### src/rtl/bbe_pkg.sv
// ------------------------------------------------------------------------
// box blur package
// shared constants and types of the 3x3 box blur core
// ------------------------------------------------------------------------
package bbe_pkg;

	// default line store depth
	localparam int MAX_WIDTH_DEF = 1024;

	// register reset values
	localparam logic [10:0] FRAME_WIDTH_RST  = 11'd640;
	localparam logic [11:0] FRAME_HEIGHT_RST = 12'd480;

	// register index codes
	localparam logic CFG_FRAME_WIDTH  = 1'b0;
	localparam logic CFG_FRAME_HEIGHT = 1'b1;

	// input operation codes
	localparam logic OP_PIXEL = 1'b0;
	localparam logic OP_DRAIN = 1'b1;

	// depth of the output queue, also the credit limit
	localparam int FIFO_DEPTH = 8;

	// which neighbors of the output pixel lie inside the frame
	typedef struct packed {
		logic top_ok;
		logic bot_ok;
		logic left_ok;
		logic right_ok;
	} mask_t;

endpackage

### src/rtl/bbe_lane.sv
// ------------------------------------------------------------------------
// box blur channel lane
// masked 3x3 sum of one color channel and rounded division by the count
// ------------------------------------------------------------------------
module bbe_lane (
	input  logic              clk,
	input  logic              arst_n,
	input  logic              in_valid,
	input  bbe_pkg::mask_t    mask,
	input  logic [8:0][7:0]   px,
	output logic              out_valid,
	output logic [7:0]        result
);

	localparam int          FRAC   = 17;
	localparam logic [17:0] RECIP1 = 18'd131072;
	localparam logic [17:0] RECIP3 = 18'd43691;
	localparam logic [17:0] RECIP9 = 18'd14564;

	logic [11:0] sum_c;
	logic [1:0]  rows_c;
	logic [1:0]  cols_c;
	logic        valid_s3;
	logic [11:0] sum_s3;
	logic [1:0]  rows_s3;
	logic [1:0]  cols_s3;
	logic [3:0]  cnt_c;
	logic [12:0] num_c;
	logic [11:0] quot_c;
	logic [17:0] recip_c;
	logic        valid_s4;
	logic [29:0] prod_s4;

	// masked neighborhood sum
	always_comb begin
		sum_c = '0;
		for (int r = 0; r < 3; r++) begin
			for (int c = 0; c < 3; c++) begin
				if ((r != 0 || mask.top_ok) && (r != 2 || mask.bot_ok) &&
				    (c != 0 || mask.left_ok) && (c != 2 || mask.right_ok)) begin
					sum_c = sum_c + 12'(px[r * 3 + c]);
				end
			end
		end
		rows_c = 2'd1 + 2'(mask.top_ok) + 2'(mask.bot_ok);
		cols_c = 2'd1 + 2'(mask.left_ok) + 2'(mask.right_ok);
	end

	// sum stage
	always_ff @(posedge clk or negedge arst_n) begin
		if (!arst_n) begin
			valid_s3 <= 1'b0;
		end else begin
			valid_s3 <= in_valid;
		end
	end

	always_ff @(posedge clk) begin
		sum_s3  <= sum_c;
		rows_s3 <= rows_c;
		cols_s3 <= cols_c;
	end

	// (2*sum+cnt) div (2*cnt): power-of-two shift, then reciprocal of 1, 3 or 9
	always_comb begin
		cnt_c = 4'(rows_s3) * 4'(cols_s3);
		num_c = {sum_s3, 1'b0} + 13'(cnt_c);
		case (cnt_c)
			4'd2: begin
				quot_c  = 12'(num_c >> 2);
				recip_c = RECIP1;
			end
			4'd3: begin
				quot_c  = 12'(num_c >> 1);
				recip_c = RECIP3;
			end
			4'd4: begin
				quot_c  = 12'(num_c >> 3);
				recip_c = RECIP1;
			end
			4'd6: begin
				quot_c  = 12'(num_c >> 2);
				recip_c = RECIP3;
			end
			4'd9: begin
				quot_c  = 12'(num_c >> 1);
				recip_c = RECIP9;
			end
			default: begin
				quot_c  = 12'(num_c >> 1);
				recip_c = RECIP1;
			end
		endcase
	end

	// multiply stage
	always_ff @(posedge clk or negedge arst_n) begin
		if (!arst_n) begin
			valid_s4 <= 1'b0;
		end else begin
			valid_s4 <= valid_s3;
		end
	end

	always_ff @(posedge clk) begin
		prod_s4 <= 30'(quot_c) * 30'(recip_c);
	end

	assign out_valid = valid_s4;
	assign result    = prod_s4[FRAC +: 8];

endmodule

### config.mk
export PLATFORM = sky130hd
export DESIGN_NAME = bbe_lane
export DESIGN_NICKNAME = d
export VERILOG_FILES = /design/src/rtl/bbe_pkg.sv /design/src/rtl/bbe_lane.sv
export SDC_FILE = /design/constraint.sdc
export NUM_CORES = 1
export LEC_CHECK = 0
export BUFFER_PORTS_ARGS = -buffer_cell sky130_fd_sc_hd__buf_2
export CAP_MARGIN = 30
export CELL_PAD_IN_SITES_DETAIL_PLACEMENT = 0
export CELL_PAD_IN_SITES_GLOBAL_PLACEMENT = 2
export CORE_ASPECT_RATIO = 0.6
export CORE_MARGIN = 8
export CORE_UTILIZATION = 34
export DETAILED_ROUTE_END_ITERATION = 12
export GPL_ROUTABILITY_DRIVEN = 0
export PLACE_DENSITY_LB_ADDON = 0.1
export SETUP_SLACK_MARGIN = 0.02
export SLEW_MARGIN = 10
export SYNTH_ARGS = -nofsm -noshare
export SYNTH_HDL_FRONTEND = slang
export SYNTH_SLANG_ARGS = --single-unit
### constraint.sdc
create_clock -name clk -period 7.5 [get_ports clk]
set_clock_uncertainty 0.2 [all_clocks]
set_input_delay 2.25 -clock clk [delete_from_list [all_inputs] [get_ports clk]]
set_output_delay 2.25 -clock clk [all_outputs]
set_load 0.02 [all_outputs]
==> Implementation_results.wiki, run 1 <==
{| class="wikitable"
! Metric !! Value
|-
| Clock input transition at the sequential cells of the worst setup and hold paths || about 80 ps
|-
| Instance area after placement || approximately 12000 um^2
|-
| Worst-path maximum fanout || 4
|-
| Post-Synthesis Cells || 1094
|-
| Worst r2r src || rows_s3[1]
|-
| Avg Inst Size Synth || ~8.1 um^2
|-
| Relative slew slack || 0.580
|-
| Max capacitance violation total || 0
|-
| Overall Global Routing Usage || 0.179
|-
| Actual slew at the worst max-slew pin || about 630 ps
|-
| Minimum period implied by the final worst setup slack || about 9800 ps
|-
| Setup-failing EPs final || 11
|-
| Violated checks || setup timing
|-
| RSZ-0062 raised after global routing || true
|-
| TritonCTS clock tree || yes
|-
| Category of the critical setup timing path || in2reg
|-
| Detail Route Antenna Nets || 0
|-
| Hold Path End || out_valid
|-
| Number of global-route vias before repair || 8777
|-
| Dpl cells || 1788
|-
| CP startpoint || mask[1]
|-
| Non-filler cells in the finished layout || roughly 1900
|-
| Via total after detailed routing || just under 9000
|-
| Width of the die || between 200 and 250 um
|-
| Worst reg2reg endpoint || prod_s4[22]
|-
| Initial DRC Count || around 450
|-
| Most common cell on crit path || sky130_fd_sc_hd__ha_4
|-
| Antenna violations before repair || 0
|-
| Clock buffers created by TritonCTS || 3
|-
| Worst Hold Path Cells || 0
|-
| Initial Utilization || 0.348
|-
| Post-synth design cell area || 8840 um^2
|-
| Highest clock rate || slightly above 100 MHz
|-
| # IOs || 88
|-
| First-pass GRT wire length || 45.9 mm
|-
| Status || finished, violations left
|-
| Synthesized net count || around 1400
|-
| Cell leakage power || roughly 7 nW
|-
| Post-synthesis sequential area ratio || 0.0600
|-
| Share of synthesized flip-flops with an asynchronous set or reset || 0.0769
|-
| Cell type of the slowest stage on the worst timing path || sky130_fd_sc_hd__fa_2
|-
| Tightest hold margin || between 150 and 200 ps
|-
| Worst skew pair latency || 270 ps
|-
| Placeable core region || roughly 25000 um^2
|-
| Biggest cell delay along the critical path || approximately 400 ps
|-
| Sinks on the clock net || 26
|-
| Data arrival time at the worst-slack endpoint || between 9000 and 10000 ps
|-
| Net count reported at finish || around 1800
|-
| Startpoint type of the worst setup path || input port
|-
| Maximum vdd drop || slightly below 0.2 mV
|-
| Register bit total from synthesis || 26
|-
| Min-delay src || valid_s3
|-
| Buffers added on ports || 87
|-
| Vias per inst || 4.77
|-
| Number of rows created at floorplan || between 40 and 50
|-
| Post-synthesis cell type count || 77
|-
| Dominant synthesized flop cell || sky130_fd_sc_hd__dfxtp_1
|-
| Number of design rule violations left after detail routing || 0
|-
| Wire length reported by the detailed router || 28.7 mm
|-
| R2R setup slack || around 40 ps
|-
| Post-layout worst setup margin || -2280 ps
|-
| Maximum number of pins on one net before global-route repair || 18
|-
| Required arrival time at the worst endpoint || around 7500 ps
|-
| Total Negative Setup Slacks || -19540 ps
|-
| First-pass DRT Iterations || 5
|-
| Total power divided by cell area || between 300 and 400 nW/um^2
|-
| Yosys synthesis warning count || 0
|-
| Proportion of layout cells with a drive suffix above 1 || 0.425
|-
| Final std cell area, no fill || 13400 um^2
|-
| CP endpoint kind || flip-flop
|-
| Area growth, synth to finish || 51.5%
|-
| Path type of the worst min-delay path || reg2reg
|-
| H-tree depth || 1
|-
| Grt total ovfl || 0
|-
| Die Y-Extent || approximately 140 um
|-
| Number of flops mapped to enable cells by yosys || 0
|-
| PnR Total Power || approximately 4.3 mW
|-
| Area of the die || ~32000 um^2
|-
| Clock Tree Buf Depth || 2
|-
| Diode count || 0
|-
| Share of the clock period used by the worst path || 1.30
|-
| Root Buffer || sky130_fd_sc_hd__clkbuf_16
|-
| Post-DP HPWL || about 25 mm
|-
| Number of hold buffers added after CTS || 0
|-
| Total count of max-transition violations in the final report || 0
|-
| R2R depth || 35
|-
| Number of endpoints with negative hold slack in the final report || 0
|-
| Wire length per cell after detailed routing || 15.5 um
|}
-- cell usage in the layout (no fill, tap or decap), drive strengths merged, types with 13 or more instances in the layout --
master / instances
fa: 98
nor2b: 13
nor3: 18
and3: 15
nand3: 25
nand2: 62
a21oi: 73
dfxtp: 24
a211oi: 17
nor2: 94
xor2: 21
ha: 147
o21ai: 51
a21o: 29
xnor2: 41
inv: 193
buf: 424
or2: 13
-- worst max path at each step --
stage | cells after the start | slack [ps] | end
6_report | 47 | -2280 | sum_s3[11]
3_5_place_dp | 46 | -2740 | sum_s3[10]
4_1_cts | 44 | -2300 | sum_s3[11]
3_3_place_gp | 44 | -2650 | sum_s3[10]
2_1_floorplan | 47 | -2400 | sum_s3[11]
5_1_grt | 47 | -2740 | sum_s3[10]
-- worst max-delay path: cells and delay by family --
kind | cells | cell delay (ps)
fa+ha+maj | 9 | 2540
buf+inv | 8 | 680
compound gates | 15 | 2100
simple gates | 12 | 1700
xor+xnor | 3 | 460
-- registers in the layout (all words and copies together), names as in the netlist --
name and flops:
prod_s4 8, sum_s3 12, rows_s3 2, valid_s3 1, cols_s3 2, out_valid 1
-- report_power, final --
part           switching (mW)  internal (mW)
clock                  0.0578          0.107
sequential             0.0482          0.201
combinational            1.90           1.98
-- logic make-up after synthesis --
kind of cell / synth area share
muxes: 0.0134
DFF: 0.0600
buffers and inverters: 0.0923
and+or+nand+nor: 0.151
AOI/OAI and AO/OA: 0.192
xor gates and xnor gates: 0.0614
adders and majority gates: 0.430
-- layer usage --
layer	up-vias	global-route usage	wire length, um
met5	-	0	0
met4	0	0.00823	58
met3	4	0.0333	1870
met2	193	0.225	10000
met1	4136	0.306	16700
li1	4510	-	-
-- area by class of cell --
cell class	instances	area (um^2)
fill	2479	12000
multi-input combinational	853	8550
timing repair buffer	424	3030
inverter	195	739
sequential	26	533
tap	352	440
clock buffer	3	75.1
clock inverter	1	30.0
-- metrics by stage --
stage | worst slack [ps] | utilization
2_1_floorplan | -2400 | -
3_3_place_gp | -2650 | 0.467
3_5_place_dp | -2740 | 0.467
4_1_cts | -2300 | 0.501
5_1_grt | -2740 | 0.528
6_report | -2280 | 0.528
-- repair_timing --
item                       CTS  global route
gates resized for setup    102           105
pin swaps                   63           103
cloned                       0             0
buffers inserted            30            33
setup endpoints to repair   18            18
-- Yosys cell counts (7+ instances only) --
cell type	instances	area share
sky130_fd_sc_hd__inv_1	194	0.082
sky130_fd_sc_hd__ha_1	147	0.21
sky130_fd_sc_hd__fa_1	98	0.22
sky130_fd_sc_hd__nor2_1	94	0.040
sky130_fd_sc_hd__a21oi_1	72	0.041
sky130_fd_sc_hd__nand2_1	61	0.026
sky130_fd_sc_hd__o21ai_0	45	0.025
sky130_fd_sc_hd__xnor2_1	41	0.041
sky130_fd_sc_hd__a21o_1	29	0.025
sky130_fd_sc_hd__dfxtp_1	24	0.054
sky130_fd_sc_hd__nand3_1	24	0.014
sky130_fd_sc_hd__xor2_1	21	0.021
sky130_fd_sc_hd__nor3_1	17	0.0096
sky130_fd_sc_hd__a211oi_1	16	0.014
sky130_fd_sc_hd__clkbuf_1	15	0.0064
sky130_fd_sc_hd__and3_1	14	0.0099
sky130_fd_sc_hd__nor2b_1	13	0.0092
sky130_fd_sc_hd__or2_2	13	0.0092
sky130_fd_sc_hd__nand2b_1	12	0.0085
sky130_fd_sc_hd__o21a_1	11	0.0093
sky130_fd_sc_hd__o22ai_1	11	0.0078
sky130_fd_sc_hd__o31ai_1	10	0.0085
sky130_fd_sc_hd__and2_1	8	0.0057
sky130_fd_sc_hd__nand4_1	8	0.0057
sky130_fd_sc_hd__mux2_2	7	0.0089
sky130_fd_sc_hd__o21bai_1	7	0.0059
Note: power is estimated with default switching activity, not from simulation.
==> inputs of run 2 (changes only) <==
--- a/config.mk
+++ b/config.mk
@@ -5,13 +5,14 @@
 export SDC_FILE = /design/constraint.sdc
 export NUM_CORES = 1
 export LEC_CHECK = 0
+export ABC_AREA = 1
 export BUFFER_PORTS_ARGS = -buffer_cell sky130_fd_sc_hd__buf_2
 export CAP_MARGIN = 30
 export CELL_PAD_IN_SITES_DETAIL_PLACEMENT = 0
 export CELL_PAD_IN_SITES_GLOBAL_PLACEMENT = 2
 export CORE_ASPECT_RATIO = 0.6
 export CORE_MARGIN = 8
-export CORE_UTILIZATION = 34
+export CORE_UTILIZATION = 32
 export DETAILED_ROUTE_END_ITERATION = 12
 export GPL_ROUTABILITY_DRIVEN = 0
 export PLACE_DENSITY_LB_ADDON = 0.1
==> run 2 against run 1 <==
The flow still finishes with violations (setup timing). Synthesized area increased by 0.88%. Power increased by 6.4%. Die area increased by 6.5%. Synthesized cell count increased by 15%. Clock power increased by 5%. Critical path depth decreased by 4. Largest power group unchanged. Fmax increased by 1.0%. Sequential power decreased by 7%.
==> Implementation_results.wiki, run 2 <==
{| class="wikitable"
! Metric !! Value
|-
| Total power divided by cell area || approximately 350 nW/um^2
|-
| Register cell area after layout || 533 um^2
|-
| Final core utilization || 0.475
|-
| Total count of max-transition violations in the final report || 0
|-
| CP endpoint kind || flip-flop
|-
| Register bit total from synthesis || 26
|-
| Data arrival time at the worst-slack endpoint || 9670 ps
|-
| Cell leakage power || ~7.3 nW
|-
| Non-filler cells in the finished layout || approximately 2000
|-
| Via total after detailed routing || roughly 9000
|-
| Post-DP HPWL || between 20 and 30 mm
|-
| Dominant synthesized flop cell || sky130_fd_sc_hd__dfxtp_1
|-
| Buffers added on ports || 87
|-
| Sinks on the clock net || 26
|-
| Yosys top cell by area || sky130_fd_sc_hd__fa_1
|-
| Avg Inst Size Synth || around 7 um^2
|-
| Vias per inst || about 4.6
|-
| Placeable core region || 27500 um^2
|-
| Wire length reported by the detailed router || 31.4 mm
|-
| Required arrival time at the worst endpoint || between 7000 and 8000 ps
|-
| Post-layout worst setup margin || -2180 ps
|-
| Minimum period implied by the final worst setup slack || a little under 10000 ps
|-
| Root Buffer || sky130_fd_sc_hd__clkbuf_16
|-
| Worst-path maximum fanout || 4
|-
| Net count reported at finish || 1961
|-
| TritonCTS clock tree || yes
|-
| Post-synthesis cell type count || 40
|-
| Top area cells in the synthesized netlist || sky130_fd_sc_hd__fa_1, sky130_fd_sc_hd__ha_1, sky130_fd_sc_hd__inv_1
|-
| Startpoint type of the worst setup path || input port
|-
| Number of flops mapped to enable cells by yosys || 0
|-
| Reg with most FFs || sum_s3
|-
| Area of the die || approximately 34000 um^2
|-
| Switching power as a share of total power || 0.503
|-
| Status || finished, violations left
|-
| Synthesized net count || around 1600
|-
| Max FFs per register || 12
|-
| Worst r2r src || rows_s3[0]
|-
| Number of design rule violations left after detail routing || 0
|-
| Highest clock rate || 103 MHz
|-
| Share of synthesized flip-flops with an asynchronous set or reset || 0.0769
|-
| Wire length per cell after detailed routing || about 16 um
|-
| Clock Tree Buf Depth || 2
|-
| Share of the clock period used by the worst path || 1.29
|-
| First-pass DRT Iterations || 5
|-
| Initial Utilization || 0.325
|-
| Area growth, synth to finish || 46.2%
|-
| Worst setup slack before clock tree synthesis || -2910 ps
|-
| Relative contribution of sequential cells to total power || 0.051
|-
| Number of rows created at floorplan || between 40 and 50
|-
| Die Y-Extent || about 150 um
|-
| Worst skew pair latency || just under 300 ps
|-
| Share of total power in the clock network || 0.038
|-
| Actual slew at the worst max-slew pin || between 600 and 700 ps
|-
| Post-synthesis sequential area ratio || 0.0595
|-
| RSZ-0062 raised after global routing || true
|-
| Max capacitance violation total || 0
|-
| Clock input transition at the sequential cells of the worst setup and hold paths || approximately 80 ps
|-
| # IOs || 88
|-
| Maximum vdd drop || 0.185 mV
|-
| Clock buffers created by TritonCTS || 3
|-
| Diode count || 0
|-
| Commonest non-fill, non-tap cells in the layout || sky130_fd_sc_hd__inv_1, sky130_fd_sc_hd__buf_4, sky130_fd_sc_hd__nand2_1
|-
| Initial DRC Count || 482
|-
| Number of hold buffers added after CTS || 0
|-
| Antenna violations before repair || 2
|-
| Maximum number of pins on one net before global-route repair || 17
|-
| Cell type of the slowest stage on the worst timing path || sky130_fd_sc_hd__fa_2
|-
| Share of power burned in combinational logic || 0.912
|-
| Yosys synthesis warning count || 0
|-
| Number of endpoints with negative hold slack in the final report || 0
|-
| H-tree depth || 1
|-
| Detail Route Antenna Nets || 0
|-
| Leading cell type in the layout, fill and taps excluded || sky130_fd_sc_hd__inv_1
|-
| Category of the critical setup timing path || in2reg
|-
| Overall Global Routing Usage || 0.187
|-
| Total of fill cells in the finished design || 2790
|-
| Violated checks || setup timing
|-
| Most used standard cell by instance count after synthesis || sky130_fd_sc_hd__inv_1
|-
| Synth top area share || 0.220
|-
| Path type of the worst min-delay path || reg2reg
|-
| Setup-failing EPs final || 11
|-
| CP startpoint || mask[1]
|-
| Area occupied by multi-input gates || between 8000 and 9000 um^2
|-
| Grt total ovfl || 0
|-
| Net switching power || between 2 and 2.5 mW
|-
| Number of global-route vias before repair || 9048
|-
| Biggest cell delay along the critical path || 570 ps
|-
| Dpl cells || 1934
|-
| Min-delay src || valid_s3
|-
| Post-synth design cell area || about 9000 um^2
|-
| Cell types with the highest counts after synthesis || sky130_fd_sc_hd__inv_1, sky130_fd_sc_hd__nand2_1, sky130_fd_sc_hd__ha_1, sky130_fd_sc_hd__fa_1, sky130_fd_sc_hd__nor2_1
|-
| Post-Synthesis Cells || about 1300
|-
| Cell internal pwr || roughly 2.3 mW
|-
| Registers with the most flip-flops || sum_s3: 12 flops, prod_s4: 8 flops
|-
| First-pass GRT wire length || between 40 and 50 mm
|-
| PnR Total Power || around 4.6 mW
|-
| Proportion of layout cells with a drive suffix above 1 || 0.356
|-
| Width of the die || between 200 and 250 um
|-
| Relative slew slack || 0.533
|}
run 2: cell type report:
type / count / area share
clock buffer: 3 / 0.00576
clock inverter: 1 / 0.00230
multi-input combinational: 911 / 0.617
sequential: 26 / 0.0409
timing repair buffer: 385 / 0.209
inverter: 310 / 0.0894
tap: 367 / 0.0352
run 2: power by group through the flow:
stage               Combinational (mW)  Clock, mW  Sequential [mW]
floorplan                         2.14          0            0.253
global placement                  3.49          0            0.230
detailed placement                3.49          0            0.231
CTS                               3.89      0.176            0.230
global route                      4.67      0.184            0.239
finish                            4.17      0.172            0.232
run 2: cell families after synthesis:
logic type,share of synthesized area
flops,0.0595
buf+inv,0.135
compound gates,0.125
fa+ha+maj,0.426
mux,0.00252
xor+xnor,0.0501
simple gates,0.202
run 2: final timing paths:
| check | end | slack, ps | depth (start not counted) |
|---|---|---|---|
| worst max register to register | prod_s4[24] | 330 | 31 |
| worst min-delay path | out_valid | 160 | 0 |
| max in group asynchronous | out_valid | 5480 | 1 |
| worst max-delay path | sum_s3[11] | -2180 | 43 |
| worst min register to register | out_valid | 160 | 0 |
| min in group asynchronous | valid_s3 | 1520 | 1 |
run 2: timing repair:
item                       4_1_cts  5_1_grt
setup endpoints to repair       15       19
buffers inserted                57       16
pin swaps                       67       78
gates resized for setup         97       91
run 2: stage by stage:
stage	setup TNS [ps]	cell area, um^2	hold WS [ps]
after global placement	-23320	11700	139
after floorplan	-14820	9080	131
after detailed placement	-24610	11700	138
final	-18440	13000	165
after global routing	-22360	13000	172
after CTS	-18700	12600	167
run 2: per-layer routing:
layer	up-vias	share of wire	track usage
met4	2	0.0026	0.0122
met1	4247	0.59	0.321
met3	6	0.064	0.0442
li1	4709	-	-
met5	-	0.0017	0
met2	150	0.34	0.226
run 2: critical path: cells and delay by family:
kind	cells	cell delay [ps]
buf+inv	6	640
simple gates	13	1110
fa+ha+maj	9	3580
compound gates	12	1610
xor+xnor	3	440
