--- src/rtl/bbe_pkg.sv ---
// ------------------------------------------------------------------------
// box blur package
// shared constants and types of the 3x3 box blur core
// ------------------------------------------------------------------------
package bbe_pkg;

	// default line store depth
	localparam int MAX_WIDTH_DEF = 1024;

	// register reset values
	localparam logic [10:0] FRAME_WIDTH_RST  = 11'd640;
	localparam logic [11:0] FRAME_HEIGHT_RST = 12'd480;

	// register index codes
	localparam logic CFG_FRAME_WIDTH  = 1'b0;
	localparam logic CFG_FRAME_HEIGHT = 1'b1;

	// input operation codes
	localparam logic OP_PIXEL = 1'b0;
	localparam logic OP_DRAIN = 1'b1;

	// depth of the output queue, also the credit limit
	localparam int FIFO_DEPTH = 8;

	// which neighbors of the output pixel lie inside the frame
	typedef struct packed {
		logic top_ok;
		logic bot_ok;
		logic left_ok;
		logic right_ok;
	} mask_t;

endpackage

--- src/rtl/bbe_if.sv ---


interface bbe_blur_if;
	logic       valid;
	logic       ready;
	logic [7:0] blurred_red;
	logic [7:0] blurred_green;
	logic [7:0] blurred_blue;
	logic       last_of_frame;

	modport source (output valid, blurred_red, blurred_green, blurred_blue, last_of_frame,
		input ready);
	modport sink   (input valid, blurred_red, blurred_green, blurred_blue, last_of_frame,
		output ready);
endinterface

--- src/rtl/bbe_merge.sv ---
// ------------------------------------------------------------------------
// box blur merge stage
// joins the three lane results into one output beat and queues it
// ------------------------------------------------------------------------
module bbe_merge #(
	parameter int DEPTH = bbe_pkg::FIFO_DEPTH
) (
	input  logic              clk,
	input  logic              arst_n,
	input  logic              push,
	input  logic [7:0]        red,
	input  logic [7:0]        green,
	input  logic [7:0]        blue,
	input  logic              last,
	bbe_blur_if.source        blur
);

	localparam int AW  = (DEPTH > 1) ? $clog2(DEPTH) : 1;
	localparam int CNW = $clog2(DEPTH + 1);

	typedef struct packed {
		logic [7:0] red;
		logic [7:0] green;
		logic [7:0] blue;
		logic       last;
	} entry_t;

	entry_t           fifo_q [DEPTH];
	logic [AW-1:0]    wp_q;
	logic [AW-1:0]    rp_q;
	logic [CNW-1:0]   cnt_q;
	logic             pop;

	assign pop = blur.valid && blur.ready;

	// queue storage
	always_ff @(posedge clk) begin
		if (push) begin
			fifo_q[wp_q] <= '{red: red, green: green, blue: blue, last: last};
		end
	end

	// pointers and fill count
	always_ff @(posedge clk or negedge arst_n) begin
		if (!arst_n) begin
			wp_q  <= '0;
			rp_q  <= '0;
			cnt_q <= '0;
		end else begin
			if (push) begin
				wp_q <= (wp_q == AW'(DEPTH - 1)) ? '0 : wp_q + AW'(1);
			end
			if (pop) begin
				rp_q <= (rp_q == AW'(DEPTH - 1)) ? '0 : rp_q + AW'(1);
			end
			cnt_q <= cnt_q + CNW'(push) - CNW'(pop);
		end
	end

	// output beat
	assign blur.valid         = (cnt_q != '0);
	assign blur.blurred_red   = fifo_q[rp_q].red;
	assign blur.blurred_green = fifo_q[rp_q].green;
	assign blur.blurred_blue  = fifo_q[rp_q].blue;
	assign blur.last_of_frame = fifo_q[rp_q].last;

endmodule

--- src/flat_wrapper.sv ---
// flat-port wrapper written by rule: the top's interface ports become plain ports
module bbe_merge_flat 
#(
	parameter int DEPTH = bbe_pkg::FIFO_DEPTH
)
  (clk, arst_n, push, red, green, blue, last, blur_valid, blur_blurred_red, blur_blurred_green, blur_blurred_blue, blur_last_of_frame, blur_ready);
  bbe_blur_if blur_i ();
  input  logic clk;
  input  logic arst_n;
  input  logic push;
  input  logic [7:0] red;
  input  logic [7:0] green;
  input  logic [7:0] blue;
  input  logic last;
  output wire logic [$bits(blur_i.valid)-1:0] blur_valid;
  output wire logic [$bits(blur_i.blurred_red)-1:0] blur_blurred_red;
  output wire logic [$bits(blur_i.blurred_green)-1:0] blur_blurred_green;
  output wire logic [$bits(blur_i.blurred_blue)-1:0] blur_blurred_blue;
  output wire logic [$bits(blur_i.last_of_frame)-1:0] blur_last_of_frame;
  input wire logic [$bits(blur_i.ready)-1:0] blur_ready;
  assign blur_valid = blur_i.valid;
  assign blur_blurred_red = blur_i.blurred_red;
  assign blur_blurred_green = blur_i.blurred_green;
  assign blur_blurred_blue = blur_i.blurred_blue;
  assign blur_last_of_frame = blur_i.last_of_frame;
  assign blur_i.ready = blur_ready;
  bbe_merge #(.DEPTH(DEPTH)) u_core (.clk(clk), .arst_n(arst_n), .push(push), .red(red), .green(green), .blue(blue), .last(last), .blur(blur_i));
endmodule
--- config.mk ---
export PLATFORM = sky130hd
export DESIGN_NAME = bbe_merge_flat
export DESIGN_NICKNAME = d
export VERILOG_FILES = /design/src/rtl/bbe_pkg.sv /design/src/rtl/bbe_if.sv /design/src/rtl/bbe_merge.sv /design/src/flat_wrapper.sv
export SDC_FILE = /design/constraint.sdc
export NUM_CORES = 1
export LEC_CHECK = 0
export ABC_CLOCK_PERIOD_IN_PS = 2800
export BUFFER_PORTS_ARGS = -buffer_cell sky130_fd_sc_hd__buf_2
export CORE_MARGIN = 1.5
export CORE_UTILIZATION = 53
export CTS_BUF_LIST = sky130_fd_sc_hd__clkbuf_16
export DETAILED_ROUTE_END_ITERATION = 10
export PLACE_DENSITY = 0.74
export SYNTH_ARGS = -nofsm -noshare
export SYNTH_HDL_FRONTEND = slang
export SYNTH_SLANG_ARGS = --single-unit
export TNS_END_PERCENT = 20
--- constraint.sdc ---
create_clock -name clk -period 2.8 [get_ports clk]
set_clock_uncertainty 0.05 [all_clocks]
set_input_delay 0.28 -clock clk [delete_from_list [all_inputs] [get_ports clk]]
set_output_delay 0.28 -clock clk [all_outputs]
set_load 0.005 [all_outputs]
==> results of run 1 <==
## cells in the mapped netlist
cell type  instances  area, um^2
a21o_1             1       7.510
a21oi_1            1       5.000
buf_1              1       3.750
buf_6              6       67.56
clkbuf_1           8       30.03
dfrtp_1           10       250.2
edfxtp_1         200        6006
fa_1               1       20.02
ha_1               9       112.6
inv_1              8       30.03
mux2_2            30       337.8
mux4_1            42        1104
mux4_2             8       180.2
nand2_1            4       15.01
nand2b_1           2       12.51
nand3b_1           1       7.510
nor2_1             8       30.03
nor2b_1            1       6.260
nor3_1             2       10.01
o21ai_0            1       5.000
or3b_2             1       8.760
xor2_1             2       17.52
## cell type report
type / instances / area, um^2 / share of cell area [%]
clock buffer: 21 / 525.5 / 5.489
clock inverter: 12 / 126.4 / 1.320
inverter: 8 / 30.03 / 0.3137
multi-input combinational: 114 / 1904 / 19.89
sequential: 210 / 6259 / 65.38
tap: 188 / 235.2 / 2.457
timing repair buffer: 75 / 493.0 / 5.150
## where the power goes
group / leakage, nW / internal [mW] / switching, mW / total [mW]
clock network: 0.331 / 1.62 / 1.04 / 2.66
logic: 1.11 / 1.46 / 1.25 / 2.71
registers: 1.93 / 3.96 / 0.230 / 4.19
total: 3.37 / 7.04 / 2.52 / 9.56
## worst min path at each step
stage	start	depth (start not counted)	to
floorplan	arst_n	0	u_core.cnt_q[0]
global placement	arst_n	1	u_core.cnt_q[3]
detailed placement	arst_n	1	u_core.cnt_q[2]
CTS	red[0]	1	u_core.fifo_q[0][17]
global route	blue[6]	1	u_core.fifo_q[1][7]
finish	red[0]	1	u_core.fifo_q[0][17]
## metal layers
layer | GRT usage, % | wire (um) | vias up
met1 | 23.60 | 5716 | 1922
met4 | 5.618 | 250 | 2
met3 | 3.506 | 852 | 21
met2 | 30.71 | 7266 | 113
met5 | 0 | 9 | -
li1 | - | - | 1639
## through the flow
step / hold WS (ns) / area, um^2 / utilization (%) / power (mW) / worst slack, ns
after CTS: 0.00003331 / 9573 / 62.97 / 9.693 / 0.1042
after global placement: 0.09910 / 8861 / 58.29 / 6.908 / 0.4000
after detailed placement: 0.1056 / 8861 / 58.29 / 6.998 / 0.3279
after global routing: 0.009336 / 9573 / 62.97 / 10.02 / 0.06064
after floorplan: -0.06559 / 8267 / - / 6.035 / 0.0007454
final: 0.006292 / 9573 / 62.97 / 9.559 / 0.1586
## cell families (layout without fill, tap and decap cells)
kind of cell / after synthesis / in the layout / share of synthesized area, %
mux: 80 / 80 / 19.62
xor+xnor: 2 / 2 / 0.2119
flops: 210 / 210 / 75.68
buf+inv: 23 / 116 / 1.589
compound gates: 3 / 3 / 0.2118
fa+ha+maj: 10 / 10 / 1.604
simple gates: 19 / 19 / 1.090
## what timing repair did
action	4_1_cts	5_1_grt
buffers inserted	0	0
hold buffers	6	0
endpoints found under the hold margin	37	0
## flip-flops by register name, indices dropped and copies added, names as in the netlist
name,count
u_core.cnt_q,4
u_core.fifo_q,200
u_core.rp_q,3
u_core.wp_q,3
## worst max-delay path, cell delays in order, from the launching register on
cell     delay [ns]
dfrtp_2        0.38
buf_4          0.38
mux4_1         0.62
mux2_2         0.29
buf_2          0.13
==> impl_metrics.py, run 1 <==
metrics = {
    "floorplanning": {
        "core_area_um2": 15200,
        "dieArea_um2": 16360,
        "num_rows": 45,
        "fp.dieW_um": 127.9,
        "start_util_pct": 54.38,
        "die_y_um": 127.9,
        "io_pins": 55,
    },
    "power_and_ir_drop": {
        "p_per_area_nw_per_um2": 998.5,
        "power.leakage_nw": 3.374,
        "ir_drop_v": 0.0006498,
    },
    "global_route": {
        "grt_pass1_vias": 3782,
        "grt_antenna_before_repair": 1,
        "grt_overflow": 0,
        "grt_max_degree": 33,
        "gr-usage-all-layers_pct": 17.96,
        "grt_pass1_wl_mm": 21.57,
    },
    "placed_design": {
        "place.gp.congestion": 0.6733,
        "hpwl_mm": 7.885,
        "dp.cells": 589,
        "port_buffers": 54,
    },
    "clock_tree": {
        "cts_root_buf": "clkbuf_16",
        "tritoncts": "done",
        "cts_resized": 0,
        "clk_pin_slew_worst_paths_ns": 0.06,
        "h-tree-depth": 1,
        "cts_num_sinks": 210,
        "clk_latency_ns": 0.49,
        "clock_path_buffers": 3,
        "cts_buffers": 20,
    },
    "sta": {
        "worst_pin_slew_ns": 0.5647,
        "period_share_pct": 94.34,
        "rsz0062_at_grt": "false",
        "drv_slew": 0,
        "fmax_mhz": 378.6,
        "hold_viol_final": 0,
        "period_minus_slack_ns": 2.641,
        "relSlewSlack_pct": 62.31,
        "setup_tns_ns": 0,
        "setup_viol": 0,
    },
    "finish": {
        "area_delta_synth_final_pct": 15.80,
        "fillers": 1040,
        "layoutNonFillerInstCount": 628,
        "final_cell_mix": "edfxtp_1, buf_2, mux4_1",
        "drive_gt1_share_pct": 32.73,
        "fin_nets": 468,
        "final_common_cell": "edfxtp_1",
        "insertedDiodeCount": 0,
    },
    "critical_path": {
        "cp_data_arrival_time_ns": 2.31,
        "reg2reg_depth": 10,
        "crit_path_start": "u_core.rp_q[0]",
        "required_ns": 2.47,
        "startpoint_type": "register",
        "regToRegSetupSlack_ns": 0.32,
        "critPathCaptureType": "output pin",
        "cp-endpoint": "blur_blurred_red[2]",
        "worst_r2r_startpoint": "u_core.cnt_q[2]",
        "reg2reg_to": "u_core.cnt_q[2]",
        "worst-path-max-fanout": 25,
        "timing_worst_setup_path_type": "register to output pin",
    },
    "yosys": {
        "synth_area_per_cell_um2": 23.82,
        "syn_area_um2": 8267,
        "synthCells": 347,
        "synth-seq-area-share_pct": 75.68,
        "ys_seq_elements": 210,
        "synth.distinct_cells": 22,
        "syn_nets": 386,
        "yosys_warnings": 0,
    },
    "run": {
        "cap_violations": 0,
    },
    "detailed_routing": {
        "num_vias": 3697,
        "drtPass1Iterations": 4,
        "ant_nets": 0,
        "avgViaCountPerCell": 5.887,
        "routedWlPerCell_um": 22.44,
        "drtIter0Drc": 269,
        "drcViolationCount": 0,
        "routed_wl_mm": 14.09,
    },
    "hold_path": {
        "hold_path.class": "input pin to register",
    },
    "run_status": {
        "status": "complete, no violations",
    },
}
Note: power is estimated with default switching activity, not from simulation.
==> inputs of run 2 (changes only) <==
- CTS_BUF_LIST: sky130_fd_sc_hd__clkbuf_16 -> unset
==> impl_metrics.py, run 2 (same netlist as run 1, synthesis figures left out) <==
metrics = {
    "finish": {
        "stdcell_area_um2": 9573,
        "final_util_pct": 62.97,
        "drive_gt1_share_pct": 32.73,
        "fin_nets": 468,
        "area_delta_synth_final_pct": 15.80,
        "regMostFlops": "u_core.fifo_q",
        "insertedDiodeCount": 0,
        "layoutNonFillerInstCount": 628,
        "largest_reg_flops": 200,
        "fillers": 1040,
        "final_common_cell": "edfxtp_1",
        "final_cell_mix": "edfxtp_1, buf_2, mux4_1",
        "largestRegisters": "u_core.fifo_q: 200 flops, u_core.cnt_q: 4 flops",
    },
    "run_status": {
        "status": "complete, no violations",
    },
    "clock_tree": {
        "cts_root_buf": "clkbuf_16",
        "cts_num_sinks": 210,
        "tritoncts": "done",
        "h-tree-depth": 1,
        "cts_setup_buffers": 0,
        "clock_path_buffers": 3,
        "clk_pin_slew_worst_paths_ns": 0.06,
        "cts_buffers": 20,
        "clk_latency_ns": 0.49,
    },
    "power_and_ir_drop": {
        "clockPowerShare_pct": 28.0,
        "p_per_area_nw_per_um2": 1000,
        "power_frac_seq_pct": 43.7,
        "p_sw_share_pct": 26.40,
        "switchingPower_mw": 2.528,
        "p_int_mw": 7.048,
        "comb_power_share_pct": 28.3,
        "power.leakage_nw": 3.362,
        "ir_drop_v": 0.0006498,
    },
    "hold_path": {
        "hold_path.class": "input pin to register",
        "holdPathEnd": "u_core.fifo_q[0][17]",
        "min-delay-start": "red[0]",
        "holdPathStages": 1,
    },
    "sta": {
        "drv_slew": 0,
        "fmax_mhz": 378.4,
        "hold_viol_final": 0,
        "worst_slack_ns": 0.1574,
        "setup_tns_ns": 0,
        "rsz0062_at_grt": "false",
        "worst_pin_slew_ns": 0.5657,
        "period_share_pct": 94.38,
        "relSlewSlack_pct": 62.25,
        "period_minus_slack_ns": 2.643,
        "setup_viol": 0,
    },
    "floorplanning": {
        "start_util_pct": 54.38,
        "core_area_um2": 15200,
        "fp.dieW_um": 127.9,
        "io_pins": 55,
        "num_rows": 45,
        "die_y_um": 127.9,
        "dieArea_um2": 16360,
    },
    "global_route": {
        "grt_antenna_before_repair": 1,
        "gr-usage-all-layers_pct": 17.96,
        "grt_pass1_vias": 3782,
        "grt_max_degree": 33,
        "grt_pass1_wl_mm": 21.57,
        "grt_overflow": 0,
    },
    "placed_design": {
        "port_buffers": 54,
        "place.gp.congestion": 0.6733,
        "dpl_cell_area_um2": 8861,
        "post-place-ws_ns": 0.3279,
        "dp.cells": 589,
        "hpwl_mm": 7.885,
    },
    "critical_path": {
        "reg2reg_to": "u_core.cnt_q[2]",
        "required_ns": 2.47,
        "worst_r2r_startpoint": "u_core.cnt_q[2]",
        "reg2reg_depth": 10,
        "timing_worst_setup_path_type": "register to output pin",
        "critPathCaptureType": "output pin",
        "regToRegSetupSlack_ns": 0.32,
        "startpoint_type": "register",
        "cp_data_arrival_time_ns": 2.31,
        "worst-path-max-fanout": 25,
    },
    "detailed_routing": {
        "ant_nets": 0,
        "num_vias": 3675,
        "drcViolationCount": 0,
        "drtPass1Iterations": 4,
        "avgViaCountPerCell": 5.852,
        "drtIter0Drc": 267,
        "routedWlPerCell_um": 22.45,
        "routed_wl_mm": 14.10,
    },
    "run": {
        "cap_violations": 0,
    },
}
-- run 2: power groups by stage --
stage / Combinational [mW] / Clock, mW / Sequential [mW]
floorplan: 1.92 / 0 / 4.12
global placement: 2.69 / 0 / 4.22
detailed placement: 2.74 / 0 / 4.25
CTS: 2.78 / 2.73 / 4.20
global route: 2.94 / 2.86 / 4.23
finish: 2.71 / 2.68 / 4.19
-- run 2: layout make-up --
type | count | area [um^2] | area share [%]
clock buffers | 24 | 536.8 | 5.607
clock inverters | 9 | 115.1 | 1.202
inverters | 8 | 30.03 | 0.3137
multi-input cells | 114 | 1904 | 19.89
flip-flops and latches | 210 | 6259 | 65.38
well taps | 188 | 235.2 | 2.457
repair buffers | 75 | 493.0 | 5.150
-- run 2: metal layers --
layer | global-route usage (%) | wire length (um) | vias up
li1 | - | - | 1641
met1 | 23.60 | 5808 | 1917
met2 | 30.71 | 7257 | 96
met3 | 3.506 | 783 | 19
met4 | 5.618 | 240 | 2
met5 | 0 | 9 | -
-- run 2: worst max-delay path: stages (launching register included) --
cell     delay, ns
dfrtp_2       0.38
buf_4         0.38
mux4_1        0.62
mux2_2        0.29
buf_2         0.13
-- run 2: timing repair --
action                    in CTS  in global routing
hold buffers                   6                  0
resized for setup              0                  0
hold endpoints to repair      37                  0
-- run 2: per-stage QoR --
step | hold WS (ns) | total power [mW]
CTS | 0.00003331 | 9.703
global placement | 0.09910 | 6.908
detailed placement | 0.1056 | 6.998
floorplan | -0.06559 | 6.035
finish | 0.006567 | 9.576
global route | 0.009336 | 10.03
-- run 2: worst max path at each step --
stage / start / endpoint
final: u_core.rp_q[0] / blur_blurred_red[2]
after global routing: u_core.rp_q[0] / blur_blurred_red[2]
after CTS: u_core.rp_q[0] / blur_blurred_red[2]
after detailed placement: u_core.cnt_q[2] / u_core.cnt_q[2]
after global placement: u_core.cnt_q[2] / u_core.cnt_q[2]
after floorplan: u_core.wp_q[2] / u_core.fifo_q[0][0]
==> inputs of run 3 (changes only) <==
- MAX_ROUTING_LAYER: unset -> met4
==> impl_metrics.py, run 3 (same netlist as run 1, synthesis figures left out) <==
metrics = {
    "clock_tree": {
        "cts_resized": 0,
        "tritoncts": "done",
        "clk_pin_slew_worst_paths_ns": 0.06,
        "h-tree-depth": 1,
        "cts_buffers": 20,
        "cts_setup_buffers": 0,
        "cts_num_sinks": 210,
        "clock_path_buffers": 3,
        "clk_latency_ns": 0.49,
        "cts_root_buf": "clkbuf_16",
    },
    "detailed_routing": {
        "routedWlPerCell_um": 22.50,
        "avgViaCountPerCell": 5.865,
        "drcViolationCount": 0,
        "ant_nets": 0,
        "drtIter0Drc": 321,
        "num_vias": 3689,
        "drtPass1Iterations": 4,
        "routed_wl_mm": 14.15,
    },
    "floorplanning": {
        "dieArea_um2": 16360,
        "core_area_um2": 15200,
        "start_util_pct": 54.38,
        "fp.dieW_um": 127.9,
        "num_rows": 45,
        "io_pins": 55,
        "die_y_um": 127.9,
    },
    "global_route": {
        "use_met1_pct": 23.57,
        "grt_antenna_before_repair": 1,
        "grt_pass1_wl_mm": 21.56,
        "met2_usage_pct": 30.71,
        "use_met3_pct": 3.506,
        "grt_pass1_vias": 3782,
        "gr-usage-all-layers_pct": 18.51,
        "grt_overflow": 0,
        "grt_max_degree": 33,
        "top_usage_layer": "met2",
    },
    "run_status": {
        "status": "complete, no violations",
    },
    "finish": {
        "stdcell_area_um2": 9575,
        "drive_gt1_share_pct": 32.73,
        "final_cell_mix": "edfxtp_1, buf_2, mux4_1",
        "fin_nets": 468,
        "largestRegisters": "u_core.fifo_q: 200 flops, u_core.cnt_q: 4 flops",
        "regMostFlops": "u_core.fifo_q",
        "largest_reg_flops": 200,
        "area_delta_synth_final_pct": 15.83,
        "final_common_cell": "edfxtp_1",
    },
    "sta": {
        "period_minus_slack_ns": 2.636,
        "worst_slack_ns": 0.1636,
        "setup_viol": 0,
        "period_share_pct": 94.16,
        "setup_tns_ns": 0,
        "fmax_mhz": 379.3,
        "rsz0062_at_grt": "false",
        "hold_viol_final": 0,
        "worst_pin_slew_ns": 0.5617,
        "drv_slew": 0,
        "relSlewSlack_pct": 62.56,
        "hold_ws_ns": 0.006781,
    },
    "critical_path": {
        "worst_path_max_delay_cell": "mux4_1",
        "cp_data_arrival_time_ns": 2.31,
        "timing_worst_setup_path_type": "register to output pin",
        "required_ns": 2.47,
        "worst-path-max-fanout": 25,
        "critPathCaptureType": "output pin",
        "max_stage_delay_ns": 0.62,
        "worstPathCellList": "buf_4 > mux4_1 > mux2_2 > buf_2",
        "startpoint_type": "register",
        "path_delay_family": "multiplexers",
        "crit_buf_inv": 2,
    },
    "power_and_ir_drop": {
        "p_per_area_nw_per_um2": 999.3,
        "comb_power_share_pct": 28.2,
        "clockPowerShare_pct": 28.0,
        "power_frac_seq_pct": 43.8,
        "ir_drop_v": 0.0006499,
        "p_sw_share_pct": 26.35,
        "switchingPower_mw": 2.521,
        "power.leakage_nw": 3.362,
        "p_int_mw": 7.048,
    },
    "run": {
        "cap_violations": 0,
    },
    "placed_design": {
        "dpl_cell_area_um2": 8861,
        "hpwl_mm": 7.885,
        "port_buffers": 54,
        "place.gp.congestion": 0.6800,
        "post-place-ws_ns": 0.3279,
    },
    "hold_path": {
        "hold_path.class": "input pin to register",
    },
}
-- run 3: timing repair --
| item | in CTS | in global routing |
|---|---|---|
| hold buffers | 6 | 0 |
| setup endpoints to repair | 0 | 0 |
| hold endpoints to repair | 37 | 0 |
-- run 3: per-layer routing --
layer	up-vias	share of wire (%)	wire, um
met1	1930	41	5789
li1	1642	-	-
met3	17	5.3	752
met4	0	1.7	238
met5	-	0	0
met2	100	52	7371
-- run 3: layout make-up --
| type | count | area, um^2 |
|---|---|---|
| clock inverters | 9 | 115.1 |
| repair buffers | 75 | 493.0 |
| diodes | 1 | 2.502 |
| clock buffers | 24 | 536.8 |
| flip-flops and latches | 210 | 6259 |
| well taps | 188 | 235.2 |
| multi-input cells | 114 | 1904 |
| inverters | 8 | 30.03 |
| fillers | 1040 | 5627 |
-- run 3: final timing paths --
check	from	to	slack, ns	cells after the start
worst max-delay path	u_core.rp_q[0]	blur_blurred_red[2]	0.16	4
min in group asynchronous	arst_n	u_core.cnt_q[0]	0.13	2
worst min register to register	u_core.wp_q[2]	u_core.wp_q[2]	0.54	1
worst min-delay path	red[0]	u_core.fifo_q[0][17]	0.007	1
worst max register to register	u_core.cnt_q[2]	u_core.cnt_q[2]	0.32	10
max in group asynchronous	arst_n	u_core.rp_q[0]	2.36	2
-- run 3: power by group through the flow --
stage / combinational [mW] / sequential (mW) / clock (mW)
3_3_place_gp: 2.69 / 4.22 / 0
4_1_cts: 2.78 / 4.20 / 2.73
3_5_place_dp: 2.74 / 4.25 / 0
5_1_grt: 2.94 / 4.23 / 2.86
2_1_floorplan: 1.92 / 4.12 / 0
6_report: 2.70 / 4.19 / 2.68
-- run 3: worst reg2reg max path, cell delays in order, from the launching register on --
cell,delay [ns]
dfrtp_1,0.36
inv_1,0.08
ha_1,0.15
or3b_2,0.45
nand2_1,0.15
inv_1,0.06
ha_1,0.27
inv_1,0.04
ha_1,0.20
fa_1,0.38
xor2_1,0.17
-- run 3: metrics by stage --
stage          power [mW]  instances  utilization (%)
2_1_floorplan       6.035        347                -
3_3_place_gp        6.908        589            58.29
3_5_place_dp        6.998        589            58.29
4_1_cts             9.703        628            62.97
5_1_grt             10.03        629            62.99
6_report            9.569        629            62.99
